==> config.mk <==
export PLATFORM = sky130hd
export DESIGN_NAME = planar_odometry_integrator_flat
export DESIGN_NICKNAME = d
export VERILOG_FILES = /design/src/design/poi_pkg.sv /design/src/design/poi_if.sv /design/src/design/planar_odometry_integrator.sv /design/src/flat_wrapper.sv
export SDC_FILE = /design/constraint.sdc
export NUM_CORES = 2
export LEC_CHECK = 0
export BUFFER_PORTS_ARGS = -buffer_cell sky130_fd_sc_hd__buf_2
export CAP_MARGIN = 20
export CORE_MARGIN = 1
export CORE_UTILIZATION = 25
export CTS_BUF_LIST = sky130_fd_sc_hd__clkbuf_4
export DETAILED_ROUTE_END_ITERATION = 8
export MAX_ROUTING_LAYER = met4
export PLACE_DENSITY = 0.35
export REMOVE_ABC_BUFFERS = 1
export SLEW_MARGIN = 20
export SYNTH_ARGS = -nofsm -noshare
export SYNTH_HDL_FRONTEND = slang
export SYNTH_SLANG_ARGS = --single-unit
==> constraint.sdc <==
create_clock -name clk -period 14.72 [get_ports clk]
set_clock_uncertainty 0.15 [all_clocks]
set_input_delay 0.736 -clock clk [delete_from_list [all_inputs] [get_ports clk]]
set_output_delay 0.736 -clock clk [all_outputs]
set_load 0.1 [all_outputs]
==> src/design/poi_pkg.sv <==
package poi_pkg;

    localparam int CountW    = 16;
    localparam int GainW     = 24;
    localparam int YawW      = 16;
    localparam int PosW      = 48;
    localparam int SmoothW   = 40;
    localparam int UnwW      = 32;
    localparam int TurnW     = 16;
    localparam int IndexW    = 2;
    localparam int OpW       = 2;
    localparam int MulAW     = 40;
    localparam int MulBW     = 24;
    localparam int ProdW     = MulAW + MulBW;
    localparam int RotW      = 57;
    localparam int RotShift  = 23;
    localparam int StepW     = RotW - RotShift;
    localparam int CordW     = 18;
    localparam int AngW      = 24;
    localparam int CordSteps = 16;
    localparam int IterW     = 4;

    localparam logic [OpW-1:0] OP_SAMPLE  = 2'd0;
    localparam logic [OpW-1:0] OP_SET     = 2'd1;
    localparam logic [OpW-1:0] OP_RESTART = 2'd2;

    localparam logic [IndexW-1:0] REG_SWAP_AXES = 2'd0;
    localparam logic [IndexW-1:0] REG_GAIN_X    = 2'd1;
    localparam logic [IndexW-1:0] REG_GAIN_Y    = 2'd2;

    localparam logic signed [GainW-1:0] GAIN_X_RESET = 24'sd17252;
    localparam logic signed [GainW-1:0] GAIN_Y_RESET = 24'sd16668;

    localparam logic signed [CountW-1:0] COUNT_BAD  = 16'sh8000;
    localparam logic [YawW:0]            JUMP_LIMIT = 17'd2000;
    localparam logic [YawW:0]            WRAP_LOW   = 17'd34000;
    localparam logic [YawW:0]            WRAP_HIGH  = 17'd38000;
    localparam logic signed [YawW+1:0]   HALF_TURN  = 18'sd18000;
    localparam logic signed [YawW+1:0]   FULL_TURN  = 18'sd36000;
    localparam logic signed [YawW+1:0]   QUART_TURN = 18'sd9000;
    localparam logic signed [YawW-1:0]   SEAM_LIMIT = 16'sd15000;
    localparam logic signed [TurnW-1:0]  TURN_MAX   = 16'sd32767;
    localparam logic signed [CordW-1:0]  CORD_START = 18'sd19898;
    localparam logic signed [CordW-1:0]  TRIG_MAX   = 18'sd32767;
    localparam logic signed [RotW-1:0]   ROUND_HALF = 57'sd4194304;
    localparam logic signed [UnwW-1:0]   TURN_UNITS = 32'sd36000;

    typedef logic signed [CountW-1:0]  count_t;
    typedef logic signed [GainW-1:0]   gain_t;
    typedef logic signed [YawW-1:0]    yaw_t;
    typedef logic signed [PosW-1:0]    pos_t;
    typedef logic signed [UnwW-1:0]    unw_t;

    typedef enum logic [3:0] {
        ST_IDLE,
        ST_PREP,
        ST_GAIN_X,
        ST_GAIN_Y,
        ST_SMOOTH_Y,
        ST_CORDIC,
        ST_CLAMP,
        ST_ROT_XC,
        ST_ROT_YS,
        ST_ROT_XS,
        ST_ROT_YC,
        ST_ROT_END,
        ST_UPDATE,
        ST_EMIT
    } state_t;

    function automatic logic signed [AngW-1:0] atan_lut(input logic [IterW-1:0] i);
        logic signed [AngW-1:0] v;
        begin
            case (i)
                4'd0:    v = 24'sd1152000;
                4'd1:    v = 24'sd680065;
                4'd2:    v = 24'sd359328;
                4'd3:    v = 24'sd182400;
                4'd4:    v = 24'sd91554;
                4'd5:    v = 24'sd45822;
                4'd6:    v = 24'sd22916;
                4'd7:    v = 24'sd11459;
                4'd8:    v = 24'sd5730;
                4'd9:    v = 24'sd2865;
                4'd10:   v = 24'sd1432;
                4'd11:   v = 24'sd716;
                4'd12:   v = 24'sd358;
                4'd13:   v = 24'sd179;
                4'd14:   v = 24'sd90;
                default: v = 24'sd45;
            endcase
            return v;
        end
    endfunction

endpackage

==> src/design/poi_if.sv <==
interface poi_in_if;
    import poi_pkg::*;
    logic                 valid;
    logic                 ready;
    logic [OpW-1:0]       operation;
    count_t               count_x;
    count_t               count_y;
    yaw_t                 yaw_sample;
    pos_t                 load_x;
    pos_t                 load_y;
    modport source (output valid, operation, count_x, count_y, yaw_sample, load_x, load_y,
                    input ready);
    modport sink   (input valid, operation, count_x, count_y, yaw_sample, load_x, load_y,
                    output ready);
endinterface

interface poi_out_if;
    import poi_pkg::*;
    logic   valid;
    logic   ready;
    pos_t   pos_x;
    pos_t   pos_y;
    yaw_t   heading;
    unw_t   unwrapped_heading;
    logic   motion_ok;
    logic   yaw_ok;
    modport source (output valid, pos_x, pos_y, heading, unwrapped_heading, motion_ok, yaw_ok,
                    input ready);
    modport sink   (input valid, pos_x, pos_y, heading, unwrapped_heading, motion_ok, yaw_ok,
                    output ready);
endinterface

interface poi_cfg_if;
    import poi_pkg::*;
    logic                valid;
    logic                ready;
    logic [IndexW-1:0]   reg_index;
    logic [GainW-1:0]    data;
    modport source (output valid, reg_index, data, input ready);
    modport sink   (input valid, reg_index, data, output ready);
endinterface

==> src/design/planar_odometry_integrator.sv <==
// Channel  Direction  Payload
// cfg      in         reg_index, data (swap_axes, gain_x, gain_y)
// sample   in         operation, count_x, count_y, yaw_sample, load_x, load_y
// result   out        pos_x, pos_y, heading, unwrapped_heading, motion_ok, yaw_ok
//
// A sample item passes through one shared 40x24 multiplier (six products) and a
// 16-step CORDIC iterated one step a cycle. Set position, restart and unknown
// operations go straight from idle to emit. cfg is always ready.
// sample.ready is high only in idle; a result held in the output register does not block it.
// Reset loads default gains and clears the FSM, yaw, filters, position, turns, out valid.
module planar_odometry_integrator (
    input  logic     clk,
    input  logic     rst_n,
    poi_cfg_if.sink  cfg,
    poi_in_if.sink   sample,
    poi_out_if.source result
);
    import poi_pkg::*;

    state_t                    state_reg, state_next;
    logic [OpW-1:0]            op_reg, op_next;
    count_t                    cx_reg, cx_next, cy_reg, cy_next;
    yaw_t                      yaw_reg, yaw_next;
    logic                      swap_reg, swap_next;
    gain_t                     gain_x_reg, gain_x_next, gain_y_reg, gain_y_next;
    yaw_t                      last_yaw_reg, last_yaw_next;
    logic signed [SmoothW-1:0] smooth_x_reg, smooth_x_next, smooth_y_reg, smooth_y_next;
    pos_t                      acc_x_reg, acc_x_next, acc_y_reg, acc_y_next;
    logic signed [TurnW-1:0]   turn_reg, turn_next;
    logic                      mok_reg, mok_next, yok_reg, yok_next;
    logic signed [ProdW-1:0]   prod_reg, prod_next;
    logic signed [RotW-1:0]    rsum_reg, rsum_next;
    logic signed [StepW-1:0]   gx_reg, gx_next;
    logic signed [CordW-1:0]   cord_x_reg, cord_x_next, cord_y_reg, cord_y_next;
    logic signed [AngW-1:0]    z_reg, z_next;
    logic                      neg_reg, neg_next;
    logic [IterW-1:0]          iter_reg, iter_next;
    yaw_t                      cs_reg, cs_next, sn_reg, sn_next;
    logic                      ovalid_reg, ovalid_next;
    pos_t                      opx_reg, opx_next, opy_reg, opy_next;
    yaw_t                      ohead_reg, ohead_next;
    unw_t                      ounw_reg, ounw_next;
    logic                      omok_reg, omok_next, oyok_reg, oyok_next;

    logic signed [MulAW-1:0]   mul_a;
    logic signed [MulBW-1:0]   mul_b;
    logic signed [ProdW-1:0]   mul_p;
    logic signed [YawW:0]      yaw_d;
    logic [YawW:0]             yaw_ad;
    logic                      jump;
    logic signed [YawW+1:0]    ang_a, ang_b;
    logic                      ang_neg;
    logic signed [CordW-1:0]   x_sh, y_sh, x_fin, y_fin;
    logic signed [SmoothW:0]   sum_s;
    logic signed [RotW-1:0]    rot_t;
    logic signed [UnwW-1:0]    unw;

    assign mul_p = mul_a * mul_b;

    function automatic yaw_t clamp15(input logic signed [CordW-1:0] v);
        yaw_t r;
        begin
            if (v > TRIG_MAX)
                r = YawW'(TRIG_MAX);
            else if (v < -TRIG_MAX)
                r = YawW'(-TRIG_MAX);
            else
                r = YawW'(v);
            return r;
        end
    endfunction

    always_comb
    begin
        state_next    = state_reg;
        op_next       = op_reg;
        cx_next       = cx_reg;
        cy_next       = cy_reg;
        yaw_next      = yaw_reg;
        swap_next     = swap_reg;
        gain_x_next   = gain_x_reg;
        gain_y_next   = gain_y_reg;
        last_yaw_next = last_yaw_reg;
        smooth_x_next = smooth_x_reg;
        smooth_y_next = smooth_y_reg;
        acc_x_next    = acc_x_reg;
        acc_y_next    = acc_y_reg;
        turn_next     = turn_reg;
        mok_next      = mok_reg;
        yok_next      = yok_reg;
        prod_next     = prod_reg;
        rsum_next     = rsum_reg;
        gx_next       = gx_reg;
        cord_x_next   = cord_x_reg;
        cord_y_next   = cord_y_reg;
        z_next        = z_reg;
        neg_next      = neg_reg;
        iter_next     = iter_reg;
        cs_next       = cs_reg;
        sn_next       = sn_reg;
        ovalid_next   = ovalid_reg & ~result.ready;
        opx_next      = opx_reg;
        opy_next      = opy_reg;
        ohead_next    = ohead_reg;
        ounw_next     = ounw_reg;
        omok_next     = omok_reg;
        oyok_next     = oyok_reg;

        mul_a   = '0;
        mul_b   = '0;
        yaw_d   = (YawW+1)'(yaw_reg) - (YawW+1)'(last_yaw_reg);
        yaw_ad  = yaw_d[YawW] ? (YawW+1)'(-yaw_d) : yaw_d;
        jump    = (yaw_ad > JUMP_LIMIT) && ((yaw_ad < WRAP_LOW) || (yaw_ad > WRAP_HIGH));
        ang_a   = (YawW+2)'(yaw_reg);
        if (ang_a >= HALF_TURN)
            ang_a = ang_a - FULL_TURN;
        else if (ang_a < -HALF_TURN)
            ang_a = ang_a + FULL_TURN;
        ang_b   = ang_a;
        ang_neg = 1'b0;
        if (ang_a > QUART_TURN)
        begin
            ang_b   = ang_a - HALF_TURN;
            ang_neg = 1'b1;
        end
        else if (ang_a < -QUART_TURN)
        begin
            ang_b   = ang_a + HALF_TURN;
            ang_neg = 1'b1;
        end
        x_sh  = cord_x_reg >>> iter_reg;
        y_sh  = cord_y_reg >>> iter_reg;
        x_fin = neg_reg ? -cord_x_reg : cord_x_reg;
        y_fin = neg_reg ? -cord_y_reg : cord_y_reg;
        sum_s = '0;
        rot_t = '0;
        unw   = UnwW'(last_yaw_reg) + UnwW'(turn_reg) * TURN_UNITS;

        if (cfg.valid)
        begin
            unique case (cfg.reg_index)
                REG_SWAP_AXES: swap_next   = cfg.data[0];
                REG_GAIN_X:    gain_x_next = cfg.data;
                REG_GAIN_Y:    gain_y_next = cfg.data;
                default:       ;
            endcase
        end

        unique case (state_reg)
            ST_IDLE:
            begin
                if (sample.valid)
                begin
                    op_next  = sample.operation;
                    cx_next  = sample.count_x;
                    cy_next  = sample.count_y;
                    yaw_next = sample.yaw_sample;
                    mok_next = 1'b0;
                    yok_next = 1'b0;
                    state_next = ST_EMIT;
                    unique case (sample.operation)
                        OP_SAMPLE:  state_next = ST_PREP;
                        OP_SET:
                        begin
                            acc_x_next = sample.load_x;
                            acc_y_next = sample.load_y;
                        end
                        OP_RESTART:
                        begin
                            last_yaw_next = '0;
                            smooth_x_next = '0;
                            smooth_y_next = '0;
                            acc_x_next    = '0;
                            acc_y_next    = '0;
                            turn_next     = '0;
                        end
                        default: ;
                    endcase
                end
            end
            ST_PREP:
            begin
                mok_next = (cx_reg != COUNT_BAD) && (cy_reg != COUNT_BAD);
                if (!mok_next)
                begin
                    cx_next = '0;
                    cy_next = '0;
                end
                yok_next = ~jump;
                if (jump)
                    yaw_next = last_yaw_reg;
                state_next = ST_GAIN_X;
            end
            ST_GAIN_X:
            begin
                mul_a       = MulAW'(swap_reg ? cy_reg : cx_reg);
                mul_b       = gain_x_reg;
                prod_next   = mul_p;
                z_next      = {(AngW-8)'(ang_b), 8'd0};
                neg_next    = ang_neg;
                cord_x_next = CORD_START;
                cord_y_next = '0;
                iter_next   = '0;
                state_next  = ST_GAIN_Y;
            end
            ST_GAIN_Y:
            begin
                sum_s         = (SmoothW+1)'(smooth_x_reg)
                              + (SmoothW+1)'($signed(prod_reg[SmoothW-1:0]));
                smooth_x_next = sum_s[SmoothW:1];
                mul_a         = MulAW'(swap_reg ? cx_reg : cy_reg);
                mul_b         = gain_y_reg;
                prod_next     = mul_p;
                state_next    = ST_SMOOTH_Y;
            end
            ST_SMOOTH_Y:
            begin
                sum_s         = (SmoothW+1)'(smooth_y_reg)
                              + (SmoothW+1)'($signed(prod_reg[SmoothW-1:0]));
                smooth_y_next = sum_s[SmoothW:1];
                state_next    = ST_CORDIC;
            end
            ST_CORDIC:
            begin
                if (!z_reg[AngW-1])
                begin
                    cord_x_next = cord_x_reg - y_sh;
                    cord_y_next = cord_y_reg + x_sh;
                    z_next      = z_reg - atan_lut(iter_reg);
                end
                else
                begin
                    cord_x_next = cord_x_reg + y_sh;
                    cord_y_next = cord_y_reg - x_sh;
                    z_next      = z_reg + atan_lut(iter_reg);
                end
                iter_next = iter_reg + 1'b1;
                if (iter_reg == IterW'(CordSteps - 1))
                    state_next = ST_CLAMP;
            end
            ST_CLAMP:
            begin
                cs_next    = clamp15(x_fin);
                sn_next    = clamp15(y_fin);
                state_next = ST_ROT_XC;
            end
            ST_ROT_XC:
            begin
                mul_a      = smooth_x_reg;
                mul_b      = MulBW'(cs_reg);
                prod_next  = mul_p;
                state_next = ST_ROT_YS;
            end
            ST_ROT_YS:
            begin
                rsum_next  = prod_reg[RotW-1:0] + ROUND_HALF;
                mul_a      = smooth_y_reg;
                mul_b      = MulBW'(sn_reg);
                prod_next  = mul_p;
                state_next = ST_ROT_XS;
            end
            ST_ROT_XS:
            begin
                rot_t      = rsum_reg - prod_reg[RotW-1:0];
                gx_next    = rot_t[RotW-1:RotShift];
                mul_a      = smooth_x_reg;
                mul_b      = MulBW'(sn_reg);
                prod_next  = mul_p;
                state_next = ST_ROT_YC;
            end
            ST_ROT_YC:
            begin
                rsum_next  = prod_reg[RotW-1:0] + ROUND_HALF;
                mul_a      = smooth_y_reg;
                mul_b      = MulBW'(cs_reg);
                prod_next  = mul_p;
                state_next = ST_ROT_END;
            end
            ST_ROT_END:
            begin
                rot_t      = rsum_reg + prod_reg[RotW-1:0];
                if (mok_reg && yok_reg)
                begin
                    acc_x_next = acc_x_reg + PosW'(gx_reg);
                    acc_y_next = acc_y_reg + PosW'($signed(rot_t[RotW-1:RotShift]));
                end
                state_next = ST_UPDATE;
            end
            ST_UPDATE:
            begin
                if ((last_yaw_reg > SEAM_LIMIT) && (yaw_reg < -SEAM_LIMIT))
                begin
                    if (turn_reg < TURN_MAX)
                        turn_next = turn_reg + 1'b1;
                end
                else if ((last_yaw_reg < -SEAM_LIMIT) && (yaw_reg > SEAM_LIMIT))
                begin
                    if (turn_reg > -TURN_MAX)
                        turn_next = turn_reg - 1'b1;
                end
                last_yaw_next = yaw_reg;
                state_next    = ST_EMIT;
            end
            ST_EMIT:
            begin
                if (!ovalid_reg || result.ready)
                begin
                    ovalid_next = 1'b1;
                    opx_next    = acc_x_reg;
                    opy_next    = acc_y_reg;
                    ohead_next  = last_yaw_reg;
                    ounw_next   = unw;
                    omok_next   = mok_reg;
                    oyok_next   = yok_reg;
                    state_next  = ST_IDLE;
                end
            end
            default: state_next = ST_IDLE;
        endcase
    end

    always_ff @(posedge clk or negedge rst_n)
    begin
        if (!rst_n)
        begin
            state_reg    <= ST_IDLE;
            swap_reg     <= 1'b0;
            gain_x_reg   <= GAIN_X_RESET;
            gain_y_reg   <= GAIN_Y_RESET;
            last_yaw_reg <= '0;
            smooth_x_reg <= '0;
            smooth_y_reg <= '0;
            acc_x_reg    <= '0;
            acc_y_reg    <= '0;
            turn_reg     <= '0;
            mok_reg      <= 1'b0;
            yok_reg      <= 1'b0;
            ovalid_reg   <= 1'b0;
        end
        else
        begin
            state_reg    <= state_next;
            swap_reg     <= swap_next;
            gain_x_reg   <= gain_x_next;
            gain_y_reg   <= gain_y_next;
            last_yaw_reg <= last_yaw_next;
            smooth_x_reg <= smooth_x_next;
            smooth_y_reg <= smooth_y_next;
            acc_x_reg    <= acc_x_next;
            acc_y_reg    <= acc_y_next;
            turn_reg     <= turn_next;
            mok_reg      <= mok_next;
            yok_reg      <= yok_next;
            ovalid_reg   <= ovalid_next;
        end
    end

    always_ff @(posedge clk)
    begin
        op_reg     <= op_next;
        cx_reg     <= cx_next;
        cy_reg     <= cy_next;
        yaw_reg    <= yaw_next;
        prod_reg   <= prod_next;
        rsum_reg   <= rsum_next;
        gx_reg     <= gx_next;
        cord_x_reg <= cord_x_next;
        cord_y_reg <= cord_y_next;
        z_reg      <= z_next;
        neg_reg    <= neg_next;
        iter_reg   <= iter_next;
        cs_reg     <= cs_next;
        sn_reg     <= sn_next;
        opx_reg    <= opx_next;
        opy_reg    <= opy_next;
        ohead_reg  <= ohead_next;
        ounw_reg   <= ounw_next;
        omok_reg   <= omok_next;
        oyok_reg   <= oyok_next;
    end

    assign sample.ready             = (state_reg == ST_IDLE);
    assign cfg.ready                = 1'b1;
    assign result.valid             = ovalid_reg;
    assign result.pos_x             = opx_reg;
    assign result.pos_y             = opy_reg;
    assign result.heading           = ohead_reg;
    assign result.unwrapped_heading = ounw_reg;
    assign result.motion_ok         = omok_reg;
    assign result.yaw_ok            = oyok_reg;

    a_turn_sat: assert property (@(posedge clk) disable iff (!rst_n)
        turn_reg != 16'sh8000)
        else $error("turn count left its range");

    a_acc_hold: assert property (@(posedge clk) disable iff (!rst_n)
        (state_reg == ST_ROT_END) && !(mok_reg && yok_reg)
        |=> $stable(acc_x_reg) && $stable(acc_y_reg))
        else $error("position moved on a rejected step");

    a_emit: assert property (@(posedge clk) disable iff (!rst_n)
        (state_reg == ST_EMIT) && (!result.valid || result.ready) |=> result.valid)
        else $error("result lost on emit");

    a_op_path: assert property (@(posedge clk) disable iff (!rst_n)
        (state_reg == ST_PREP) |-> (op_reg == OP_SAMPLE))
        else $error("non-sample item entered the sample path");

endmodule

==> src/flat_wrapper.sv <==
// flat-port wrapper written by rule: the top's interface ports become plain ports
module planar_odometry_integrator_flat import poi_pkg::*;
  (clk, rst_n, cfg_valid, cfg_reg_index, cfg_data, cfg_ready, sample_valid, sample_operation, sample_count_x, sample_count_y, sample_yaw_sample, sample_load_x, sample_load_y, sample_ready, result_valid, result_pos_x, result_pos_y, result_heading, result_unwrapped_heading, result_motion_ok, result_yaw_ok, result_ready);
  poi_cfg_if cfg_i ();
  poi_in_if sample_i ();
  poi_out_if result_i ();
  input  logic clk;
  input  logic rst_n;
  input wire logic [$bits(cfg_i.valid)-1:0] cfg_valid;
  input wire logic [$bits(cfg_i.reg_index)-1:0] cfg_reg_index;
  input wire logic [$bits(cfg_i.data)-1:0] cfg_data;
  output wire logic [$bits(cfg_i.ready)-1:0] cfg_ready;
  input wire logic [$bits(sample_i.valid)-1:0] sample_valid;
  input wire logic [$bits(sample_i.operation)-1:0] sample_operation;
  input wire logic [$bits(sample_i.count_x)-1:0] sample_count_x;
  input wire logic [$bits(sample_i.count_y)-1:0] sample_count_y;
  input wire logic [$bits(sample_i.yaw_sample)-1:0] sample_yaw_sample;
  input wire logic [$bits(sample_i.load_x)-1:0] sample_load_x;
  input wire logic [$bits(sample_i.load_y)-1:0] sample_load_y;
  output wire logic [$bits(sample_i.ready)-1:0] sample_ready;
  output wire logic [$bits(result_i.valid)-1:0] result_valid;
  output wire logic [$bits(result_i.pos_x)-1:0] result_pos_x;
  output wire logic [$bits(result_i.pos_y)-1:0] result_pos_y;
  output wire logic [$bits(result_i.heading)-1:0] result_heading;
  output wire logic [$bits(result_i.unwrapped_heading)-1:0] result_unwrapped_heading;
  output wire logic [$bits(result_i.motion_ok)-1:0] result_motion_ok;
  output wire logic [$bits(result_i.yaw_ok)-1:0] result_yaw_ok;
  input wire logic [$bits(result_i.ready)-1:0] result_ready;
  assign cfg_i.valid = cfg_valid;
  assign cfg_i.reg_index = cfg_reg_index;
  assign cfg_i.data = cfg_data;
  assign cfg_ready = cfg_i.ready;
  assign sample_i.valid = sample_valid;
  assign sample_i.operation = sample_operation;
  assign sample_i.count_x = sample_count_x;
  assign sample_i.count_y = sample_count_y;
  assign sample_i.yaw_sample = sample_yaw_sample;
  assign sample_i.load_x = sample_load_x;
  assign sample_i.load_y = sample_load_y;
  assign sample_ready = sample_i.ready;
  assign result_valid = result_i.valid;
  assign result_pos_x = result_i.pos_x;
  assign result_pos_y = result_i.pos_y;
  assign result_heading = result_i.heading;
  assign result_unwrapped_heading = result_i.unwrapped_heading;
  assign result_motion_ok = result_i.motion_ok;
  assign result_yaw_ok = result_i.yaw_ok;
  assign result_i.ready = result_ready;
  planar_odometry_integrator u_core (.clk(clk), .rst_n(rst_n), .cfg(cfg_i), .sample(sample_i), .result(result_i));
endmodule
==> After elaboration in Yosys (flattened, before gate mapping) <==
Memories as Yosys holds them, arrays and structs flattened. A register that Yosys moved wholly into a read port is not among the register bits.
Cells that the tools add are included.
{ "totals": {"ff_bits": 703, "rom_bits": 672, "inputBits": 177, "out_inout_bits": 149, "word_cells": 218, "n_memories": 2} }
{ "mem_list": {"columns": ["name", "depth", "word_bits", "rd", "rd_ports_with_merged_regs", "wr", "line", "rtl"], "rows": [
  ["(no name shown)", 16, 21, 1, 1, 0, "poi_pkg.sv:74", "case (i)"],
  ["(no name shown)", 16, 21, 1, 1, 0, "poi_pkg.sv:74", null]
]} }
{ "op_classes": {"n_addsub": 25, "multipliers": 2, "magnitude_cmp": 17, "eq_ne": 31, "shift": 2, "n_mux": 65, "bitwise": 3, "reduce_logical": 37} }
{ "op_table": {"columns": ["op", "n"], "rows": [
  ["$pmux 48 s2", 4],
  ["$mux 16", 15],
  ["$mux 48", 4],
  ["$mux 40", 4],
  ["$pmux 16 s2", 5],
  ["$pmux 40 s2", 2],
  ["$pmux 40 s4", 1],
  ["$mux 24", 5],
  ["$mux 18", 6],
  ["$add 48x34->48", 2],
  ["$pmux 24 s4", 1],
  ["$add 40x40->41", 2],
  ["$pmux 18 s2", 2],
  ["$add 57x23->57 const B", 1],
  ["$add 57x57->57", 1],
  ["$mul 40x24->57", 1],
  ["$sub 57x57->57", 1],
  ["$pmux 4 s14", 1],
  ["$pmux 24 s2", 1],
  ["$add 18x18->18", 2],
  ["$gt 18x16->1 const B", 2],
  ["$lt 18x16->1 const B", 2],
  ["$neg 18->18", 2],
  ["$sshr 18x4->18", 2],
  ["54 further kinds", 113]
]} }

==> Depth between registers and ports, before layout <==
{ "depth": {"word_depth": 8, "mapped_depth": 41, "mapped_depth_nobuf": 37} }

==> Worst setup path after synthesis <==
OpenSTA, ideal clock, no wires.
{ "synth_path": {"path_type": "flip-flop to flip-flop", "start": "reg u_core.state_reg[2]", "end": "reg u_core.prod_reg[55] (data pin)", "setup_time_ns": 0.258, "t_arrival_ns": 10.116, "t_required_ns": 14.312, "slack_ns": 4.197, "stages_incl_launch_ff": 33, "n_path_buf": 3, "period_less_slack_ns": 10.523, "cell_sequence": "dfrtp_1 > inv_2 > nand2_1 > nor2_1 > clkbuf_1 > clkbuf_1 > clkbuf_1 > a221oi_1 > nor2_1 > fa_1 > fa_1 > inv_1 > fa_1 > fa_1 > inv_1 > fa_1 > fa_1 > inv_1 > fa_1 > inv_1 > ha_1 > nand2_1 > nor2_1 > nand3_1 > o211ai_1 > a21oi_1 > o31ai_1 > and3_1 > o21ai_0 > o31a_1 > o21ai_0 > a31oi_1 > xnor2_1"} }
{ "synth_via": {"elab_chain_len": 4, "elab_cells_between_ends": 13, "classes_between": "mul (1); eq/ne (6); mux (2); reduce/logical (4)"} }
{ "synth_lines": {"columns": ["item", "line", "rtl"], "rows": [
  ["from (decl)", "planar_odometry_integrator.sv:20", "state_t state_reg, state_next;"],
  ["from (signal assigned)", "planar_odometry_integrator.sv:342", "state_reg <= state_next;"],
  ["$eq 4x4->1 / $eq 4x3->1 (equally long branches)", "planar_odometry_integrator.sv:149", "unique case (state_reg)"],
  ["$reduce_or 2->1 (no line)", null, null],
  ["$pmux 40 s4 / $pmux 24 s4 (equally long branches)", "planar_odometry_integrator.sv:149", null],
  ["$mul 40x24->57 *", "planar_odometry_integrator.sv:58", "assign mul_p = mul_a * mul_b;"],
  ["net u_core.mul_p[55]", "planar_odometry_integrator.sv:47", "logic signed [ProdW-1:0] mul_p;"],
  ["to (signal assigned)", "planar_odometry_integrator.sv:364", "prod_reg <= prod_next;"],
  ["to (decl)", "planar_odometry_integrator.sv:31", "logic signed [ProdW-1:0] prod_reg, prod_next;"]
]} }
The timed path passes the listed nets; every way through them passes the cells marked *.
A chain may end at the register's enable or synchronous reset.

==> Worst setup path after layout <==
{ "layout_path": {"start": "reg u_core.state_reg[3]", "end": "reg u_core.prod_reg[51] (data pin)"} }
Same word-level chain as after synthesis.

==> metrics.csv <==
stage,metric,value,unit
finish,area delta synth->final,15.6,%
yosys,"Top FF cell, synth",edfxtp_1,
grt,GR Overflow Total,0,
detailed_routing,Antenna Violating Nets Remaining,0,
sta,Final Slew Violations,0,
die,Core ar.,330000,sq um
grt,first-pass GRT wire length,466,mm
yosys,Yosys top cell area share,22.4,%
worst_setup_path,maximum fanout along the worst path,74,
worst_setup_path,crit path kind,reg -> reg,
die,io pins,326,
grt,largest net degree at the start of global routing,115,
grt,initial antenna violation count,25,
sta,final setup fails,0,
yosys,"FFs w/ async S/R, synth",36.7,%
worst_setup_path,"Slowest-stage cell, CP",a221o_1,
die,Rows,211,
detailed_routing,metal1 wirelength,149,mm
worst_setup_path,crit path DAT,12.91,ns
detailed_routing,DR WL met2,146,mm
worst_setup_path,Critical Path RT,15.54,ns
yosys,Syn Area/Cell,9.21,sq um
clock_tree,post-cts sizing count,0,
finish,design area,95900,sq um
detailed_routing,DRC,4,
die,die area,334000,sq um
grt,vias in the first global route,69500,
finish,fin nets,11400,
sta,crit path time final,12.09,ns
clock_tree,clk_lat worst skew,1.34,ns
detailed_routing,drt total wl,313,mm
clock_tree,Num Clock Sinks,719,
yosys,Synth area leaders,"fa_1 (22%), edfxtp_1 (16%), ha_1 (10%), dfrtp_1 (7.6%), inv_1 (5.7%)",
status,failing checks,DRC,
detailed_routing,total number of vias,67300,
yosys,Yosys warning count,0,
sta,Worst Max-Slew Pin Slew,1.15,ns
clock_tree,Clock Tree Buf Depth,4,
detailed_routing,First DRT Iteration DRCs,3791,
yosys,Post-synth EDFFs,434,
worst_setup_path,CP most frequent cell,fa_1,
placement,Post-DP HPWL,246,mm
sta,Max Fclk,0.0827,GHz
yosys,sequential area share after synthesis,24.2,%
job,maxcap violations,0,
clock_tree,TritonCTS clock tree,built,
die,die width,578,um
status,status,finished with violations,
clock_tree,Post-CTS Setup Inserts,0,
worst_setup_path,worst stage delay on the critical path,0.84,ns
placement,cell area after placement,89900,sq um
hold_path,worst hold path type,in -> reg,
detailed_routing,met3 WL,13.6,mm
detailed_routing,wire per inst,22.0,um
yosys,post-synthesis cell type count,112,
placement,routability cong.,0.916,
grt,overall global routing resource usage,19.1,%
clock_tree,root buffer cell,clkbuf_4,
clock_tree,H-tree Lvls,4,
worst_setup_path,Worst setup SP type,register,
yosys,register bit count reported by yosys,719,
sta,normalized max-slew margin,23.2,%
detailed_routing,uppermost layer routed,met4,
sta,Tcrit/Tclk final,82.2,%
clock_tree,Num CTS Buffers,225,
yosys,Synth area leader,fa_1,
yosys,mapped cell area,83000,sq um
die,Die Height,578,um
worst_setup_path,Critical Path Sink Type,register,
finish,layout cells sized above 1,10.9,%
placement,port bufs,324,
clock_tree,CTS Hold Bufs,291,
sta,RSZ-0062 raised after global routing,no,
sta,setup_tns,0,ns
clock_tree,clk slew on worst S/H paths,0.07,ns
die,Initial Utilization,25.1,%
detailed_routing,first drt pass iteration count,7,
sta,endpoints failing hold,0,
yosys,Synth Instances,9007,
detailed_routing,vias per inst,4.74,
## worst max-delay path: cells and delay by family, from the launching register on
family / cells / cell delay [ns]
compound gates: 11 / 4.31
fa+ha+maj: 8 / 3.41
buf+inv: 4 / 1.76
flops: 1 / 0.76
simple gates: 6 / 1.24
## worst paths after layout
kind / from / to / slack [ns] / depth (start not counted)
min reg2reg: u_core.acc_y_reg[47] / u_core.result.pos_y[47] / 0.32 / 0
max in group asynchronous: rst_n / u_core.gain_x_reg[11] / 11.70 / 6
max reg2reg: u_core.state_reg[3] / u_core.prod_reg[51] / 2.63 / 29
max: u_core.state_reg[3] / u_core.prod_reg[51] / 2.63 / 29
min: sample_count_x[11] / u_core.cx_reg[11] / 0.20 / 3
min in group asynchronous: rst_n / u_core.acc_y_reg[45] / 0.55 / 4
## cells by family (layout without fill, tap and decap cells)
| kind of cell | count (synthesis) | after routing | share of synthesized area [%] |
|---|---|---|---|
| and+or+nand+nor | 2599 | 2599 | 13.7 |
| buffers and inverters | 1625 | 2432 | 7.44 |
| other | 1 | 24 | 0.00452 |
| xor gates and xnor gates | 552 | 552 | 5.85 |
| DFF | 719 | 719 | 24.2 |
| muxes | 166 | 166 | 2.48 |
| AOI/OAI and AO/OA | 1755 | 1755 | 14.0 |
| adders and majority gates | 1590 | 1590 | 32.4 |
## per-layer routing
layer | up-vias | GRT usage (%)
met2 | 1483 | 30.9
met5 | - | -
met4 | 0 | 3.35
met1 | 33900 | 25.8
li1 | 31600 | -
met3 | 316 | 2.35
## synth_stat cells (34+ instances only)
cell,number
nand2_1,1033
o21ai_0,352
a221o_1,40
o31ai_1,36
ha_1,663
nand4_1,47
inv_1,1249
a221oi_1,69
edfxtp_1,434
nand2b_1,70
xor2_1,200
nor3_1,107
o21bai_1,71
fa_1,927
nand3_1,114
xnor2_1,350
nor2_1,874
a21o_1,162
a211oi_1,39
nor4_1,36
dfrtp_1,253
o211ai_1,34
and2_1,45
and3_1,49
o21a_1,75
clkbuf_1,315
a31oi_1,93
mux2_2,85
a21oi_1,442
mux2i_1,58
nor2b_1,102
## final cells by class
class                   count  area (sq um)
clock buffers             348          2610
clock inverters            69           317
multi-input cells        6663         57000
well taps                4366          5460
repair buffers            761          5700
fillers                 35100        234000
flip-flops and latches    719         20100
inverters                1254          4710
diodes                     23          57.6
## layout by cell type, fill, tap and decap left out, types with 34 or more instances in the layout
| master | netlist | routed |
|---|---|---|
| a21oi_1 | 442 | 440 |
| ha_1 | 663 | 663 |
| inv_1 | 1249 | 1247 |
| nand3_1 | 114 | 113 |
| a31oi_1 | 93 | 92 |
| xor2_1 | 200 | 200 |
| mux2i_1 | 58 | 58 |
| clkinv_1 | 2 | 55 |
| mux2_2 | 85 | 85 |
| and3_1 | 49 | 49 |
| xnor2_1 | 350 | 350 |
| nand4_1 | 47 | 47 |
| nor4_1 | 36 | 36 |
| nand2_1 | 1033 | 1028 |
| buf_4 | 8 | 142 |
| nand2b_1 | 70 | 70 |
| nor2_1 | 874 | 866 |
| and2_1 | 45 | 45 |
| o21a_1 | 75 | 74 |
| o21ai_0 | 352 | 349 |
| buf_2 | 16 | 324 |
| edfxtp_1 | 434 | 434 |
| o31ai_1 | 36 | 36 |
| a221oi_1 | 69 | 63 |
| nor3_1 | 107 | 105 |
| dfrtp_1 | 253 | 253 |
| a221o_1 | 40 | 40 |
| nor2b_1 | 102 | 99 |
| o211ai_1 | 34 | 34 |
| o21bai_1 | 71 | 71 |
| a211oi_1 | 39 | 37 |
| fa_1 | 927 | 927 |
| a21o_1 | 162 | 162 |
| dlygate4sd3_1 | 0 | 290 |
| clkbuf_4 | 0 | 348 |
## stage by stage
| stage | setup WS [ns] | hold WS, ns | std cells | utilization [%] |
|---|---|---|---|---|
| floorplan | 0.844 | 0.290 | 8636 | - |
| global placement | 2.68 | 0.306 | 13500 | 27.2 |
| detailed placement | 2.61 | 0.319 | 13500 | 27.2 |
| CTS | 2.47 | 0.000561 | 14200 | 29.0 |
| global route | 1.90 | 0.0882 | 14200 | 29.0 |
| finish | 2.63 | 0.199 | 14200 | 29.0 |
Power is left out: the tool's default activity adds up to more than one toggle a clock period on the data nets, which glitch-free logic cannot reach.
